## config.mk

```make
export PLATFORM = sky130hd
export DESIGN_NAME = stip_ctrl
export DESIGN_NICKNAME = d
export VERILOG_FILES = /design/src/stip_pkg.sv /design/src/stip_ctrl.sv
export SDC_FILE = /design/constraint.sdc
export NUM_CORES = 1
export LEC_CHECK = 0
export ABC_AREA = 0
export BUFFER_PORTS_ARGS = -buffer_cell sky130_fd_sc_hd__clkbuf_2
export CAP_MARGIN = 20
export CORE_AREA = 4 4 41 43
export CTS_CLUSTER_SIZE = 16
export DETAILED_ROUTE_END_ITERATION = 12
export DIE_AREA = 0 0 45 47
export HOLD_SLACK_MARGIN = 0.02
export SLEW_MARGIN = 20
export SYNTH_ARGS = -nofsm -noshare
export SYNTH_HDL_FRONTEND = slang
export SYNTH_SLANG_ARGS = --single-unit
export TNS_END_PERCENT = 50
```

## constraint.sdc

```tcl
create_clock -name clock -period 1.8 [get_ports clock]
set_clock_uncertainty 0.05 [all_clocks]
set_input_delay 0.54 -clock clock [delete_from_list [all_inputs] [get_ports clock]]
set_output_delay 0.54 -clock clock [all_outputs]
set_load 0.005 [all_outputs]
```

## src/stip_pkg.sv

```systemverilog
`default_nettype none

package stip_pkg;

   localparam int SPEEDS_DEFAULT = 16;
   localparam int STEERS_DEFAULT = 64;

   localparam int VAL_W      = 24;
   localparam int CSR_IDX_W  = 1;
   localparam int CSR_DATA_W = 7;
   localparam int SPD_REG_W  = 5;
   localparam int STR_REG_W  = 7;

   localparam logic [CSR_IDX_W-1:0] CSR_SPEEDS = 1'b0;
   localparam logic [CSR_IDX_W-1:0] CSR_STEERS = 1'b1;

   localparam logic STATUS_OK    = 1'b0;
   localparam logic STATUS_EMPTY = 1'b1;

   typedef enum logic [1:0] {
      ACT_WR_SPEED = 2'd0,
      ACT_WR_STEER = 2'd1,
      ACT_WR_CELL  = 2'd2,
      ACT_LOOKUP   = 2'd3
   } stip_action_type;

   typedef struct packed {
      stip_action_type           action;
      logic [5:0]                row_index;
      logic [3:0]                col_index;
      logic signed [VAL_W-1:0]   table_value;
      logic                      cell_valid;
      logic signed [VAL_W-1:0]   lookup_accel;
      logic signed [VAL_W-1:0]   lookup_speed;
   } stip_req_type;

   typedef struct packed {
      logic signed [VAL_W-1:0]   steer_out;
      logic                      status;
   } stip_rsp_type;

   typedef struct packed {
      logic wr;
      logic load;
      logic scan_clr;
      logic spd_scan;
      logic cel_scan;
      logic cap_sec;
      logic sel_second;
      logic cap_y0;
      logic cap_y1;
      logic div_start;
      logic fin;
      logic rsp_load;
   } stip_cmd_type;

   typedef struct packed {
      logic spd_done;
      logic cel_done;
      logic cel_empty;
      logic div_done;
      logic rsp_free;
   } stip_stat_type;

endpackage

`default_nettype wire

```

## src/stip_ctrl.sv

```systemverilog
`default_nettype none

module stip_ctrl (
   input  wire logic                     clock,
   input  wire logic                     reset,
   input  wire logic                     req_valid,
   input  wire stip_pkg::stip_action_type req_action,
   output logic                          req_stall,
   output stip_pkg::stip_cmd_type        cmd,
   input  wire stip_pkg::stip_stat_type  stat
);

   import stip_pkg::*;

   typedef enum logic [3:0] {
      ST_IDLE,
      ST_SPD,
      ST_CEL_INIT,
      ST_CEL,
      ST_FETCH0,
      ST_FETCH1,
      ST_FETCH2,
      ST_DIV_GO,
      ST_DIV_WAIT,
      ST_FIN,
      ST_OUT
   } state_type;

   state_type state_ff, state_in;
   logic      accept;

   assign req_stall = reset || (state_ff != ST_IDLE);
   assign accept    = req_valid && !req_stall;

   always_comb begin
      cmd      = '0;
      state_in = state_ff;
      unique case (state_ff)
         ST_IDLE: begin
            if (accept) begin
               if (req_action == ACT_LOOKUP) begin
                  cmd.load     = 1'b1;
                  cmd.scan_clr = 1'b1;
                  state_in     = ST_SPD;
               end else begin
                  cmd.wr = 1'b1;
               end
            end
         end
         ST_SPD: begin
            cmd.spd_scan = 1'b1;
            if (stat.spd_done) begin
               state_in = ST_CEL_INIT;
            end
         end
         ST_CEL_INIT: begin
            cmd.scan_clr = 1'b1;
            state_in     = ST_CEL;
         end
         ST_CEL: begin
            cmd.cel_scan = 1'b1;
            if (stat.cel_done) begin
               state_in = stat.cel_empty ? ST_OUT : ST_FETCH0;
            end
         end
         ST_FETCH0: begin
            cmd.cap_sec = 1'b1;
            state_in    = ST_FETCH1;
         end
         ST_FETCH1: begin
            cmd.sel_second = 1'b1;
            cmd.cap_y0     = 1'b1;
            state_in       = ST_FETCH2;
         end
         ST_FETCH2: begin
            cmd.cap_y1 = 1'b1;
            state_in   = ST_DIV_GO;
         end
         ST_DIV_GO: begin
            cmd.div_start = 1'b1;
            state_in      = ST_DIV_WAIT;
         end
         ST_DIV_WAIT: begin
            if (stat.div_done) begin
               state_in = ST_FIN;
            end
         end
         ST_FIN: begin
            cmd.fin  = 1'b1;
            state_in = ST_OUT;
         end
         ST_OUT: begin
            if (stat.rsp_free) begin
               cmd.rsp_load = 1'b1;
               state_in     = ST_IDLE;
            end
         end
         default: begin
            state_in = ST_IDLE;
         end
      endcase
   end

   always_ff @(posedge clock) begin
      if (reset) begin
         state_ff <= ST_IDLE;
      end else begin
         state_ff <= state_in;
      end
   end

endmodule

`default_nettype wire

```

==> run metrics <==
share of layout cells above drive strength 1=56.4%; worst setup margin=-0.000256 ns; Detail Route Antenna Nets=0; gpl congestion=0.815; Startpoint Class=input port; Max Fanout on Critical Path=3; Std-Cell Rows=13; Max Cap Violations=0; number of detailed-route iterations in the first pass=4; CP max stage delay=0.25 ns; Clock transition at path regs=0.04 ns; Netlist Area Pre-Place=415 µm²; Tot GR Track Use=12.4%; total chip power=0.321 mW; period utilization=100%; Post-synth EDFFs=0; # port buffers=22; die height=47 µm; ys flop type=dfxtp_1; Least-Margin Pin Slew=0.273 ns; Slew Limit Fails=0; clock sinks=4; Initial DRC Count=2; post-synth net total=68; first-pass GRT wire length=1970 µm; Area growth, synth to finish=67.8%; Crit-path slowest cell=and4b_1; Yosys cell types=27; Core ar.=0.00130 mm²; Root Driver=clkbuf_4; crit end category=output pin; Vias=542; cell count after synthesis=58; dpl hpwl=961 µm; Synth area leaders=dfxtp_1 (19%), nor2_1 (9.0%), nor3_1 (7.2%); multi-input logic area=324 µm²; failing checks=setup timing; YS warnings=0; WS Path Type=input port to output pin; Syn Area/Cell=7.16 µm²; maximum number of buffers from clock root to sink=2; # DRC=0; hold_buf cts=0; Max Clk Rate=555 MHz; largest net degree at the start of global routing=12; initial antenna violation count=0; routed wire length=1250 µm; Worst Hold Class=input port to flip-flop; RSZ-0062 raised after global routing=yes; worst vdd ir=0.173 mV; cell area after layout=697 µm²; top flop regs=state_ff (4); final hold violations=0; post-DR vias/cell=4.97; Post-DP Area=581 µm²; Nets=106; CTS tree=yes; total gr overflow=0; Die Wd=45 µm; Worst EP required=1.21 ns; Wirelength per Cell=11.4 µm; LEAKAGE=0.345 nW; register area=87.6 µm²; ANT cells=0; cell area power density=460 mW/mm²; Largest register FFs=4; worst relative slew slack=81.6%; initial core utilization=31.9%; CP arrival=1.21 ns; synthesized flop and latch total=4; IO Pins=23; ys async rst share=0%; die area=0.00212 mm²; share of the synthesized area in the top cell type=19.3%; Largest Register=state_ff; number of global-route vias before repair=459; minimum clock period=1.80 ns; H-tree Lvls=1; status=finished with violations; Clock Latency Late Sink=0.24 ns; # fillers=132; largest area contributor in the netlist=dfxtp_1; register area share after synthesis=19.3%; endpoints failing setup=1; TritonCTS Buffers=3; crit-path cells=buf_6, and4b_1, nor2_1, nor4_2, clkbuf_2
[where the power goes]
group	switching, mW	internal, mW	leakage, nW	total [mW]
registers	0.00731	0.0933	0.0346	0.101
logic	0.0476	0.0611	0.296	0.109
clock network	0.0370	0.0746	0.0138	0.112
[Yosys cell counts (3+ instances only)]
master    instances
nor3_1            6
nor2b_1           3
a21oi_1           3
nor4_1            3
nor2_1           10
nand2_1           4
nand2b_1          4
dfxtp_1           4
clkbuf_1          3
[worst paths after layout]
| check | to | startpoint | cells after the start | slack, ns |
|---|---|---|---|---|
| hold / removal | state_ff[3]$_SDFFE_PP0P_ | stat[2] | 3 | 0.58 |
| setup / recovery | cmd[9] | reset | 5 | -0.0003 |
| setup reg to reg | state_ff[1]$_SDFFE_PP0P_ | state_ff[1]$_SDFFE_PP0P_ | 5 | 0.22 |
| hold reg to reg | state_ff[2]$_SDFFE_PP0P_ | state_ff[3]$_SDFFE_PP0P_ | 2 | 0.62 |
[cells in the final DEF (no fill, tap or decap), types with 2 or more instances in the layout]
cell,instances
buf_6,2
nor3_1,6
clkbuf_2,17
nor2_1,9
nor4_2,2
a21oi_1,3
nand2b_1,4
buf_4,15
nor2b_1,3
clkbuf_4,3
nand2_1,4
buf_2,4
dfxtp_2,3
[per-layer routing]
layer | part of all wire (%) | routed length [µm] | vias to the layer above | GRT usage [%]
met2 | 48 | 597 | 15 | 20.9
met4 | 0 | 0 | 0 | 7.02
met1 | 47 | 580 | 244 | 15.5
met3 | 5.5 | 69 | 0 | 1.15
met5 | 0 | 0 | - | 0
li1 | - | - | 283 | -
[worst max-delay path, delay by kind of cell]
kind                   cells  cell delay [ns]
AND/OR/NAND/NOR            3             0.42
buffers and inverters      2             0.25
[kinds of logic (layout without fill, tap and decap cells)]
logic type      Yosys count  in the layout  synth area share, %
simple gates             36             36                 46.4
compound gates            9              9                 18.1
buf+inv                   6             42                 8.43
flops                     4              4                 19.3
mux                       3              3                 7.83
[metrics by stage]
stage	utilization, %	TNS (ns)	hold WS [ns]	setup WS, ns	cells
finish	53.6	-0.000256	0.581	-0.000256	109
CTS	47.0	-0.206	0.563	-0.0578	102
detailed placement	44.6	-0.0547	0.622	-0.0546	99
global placement	44.6	-0.0444	0.613	-0.0444	99
global route	53.6	-0.182	0.582	-0.0559	109
floorplan	-	0	0.562	0.169	58
[final cells by class]
class	count	area share, %
Clock buffer	3	3.23
Inverter	1	0.539
Multi-Input combinational cell	48	46.5
Sequential cell	4	12.6
Tap cell	15	2.69
Timing Repair Buffer	38	34.5
[timing repair]
action                     4_1_cts  5_1_grt
resized for setup                5       14
setup endpoints to repair        9       10
setup buffers                    0        7
pin swaps                        0        3
Power figures use the tool's default switching activity.
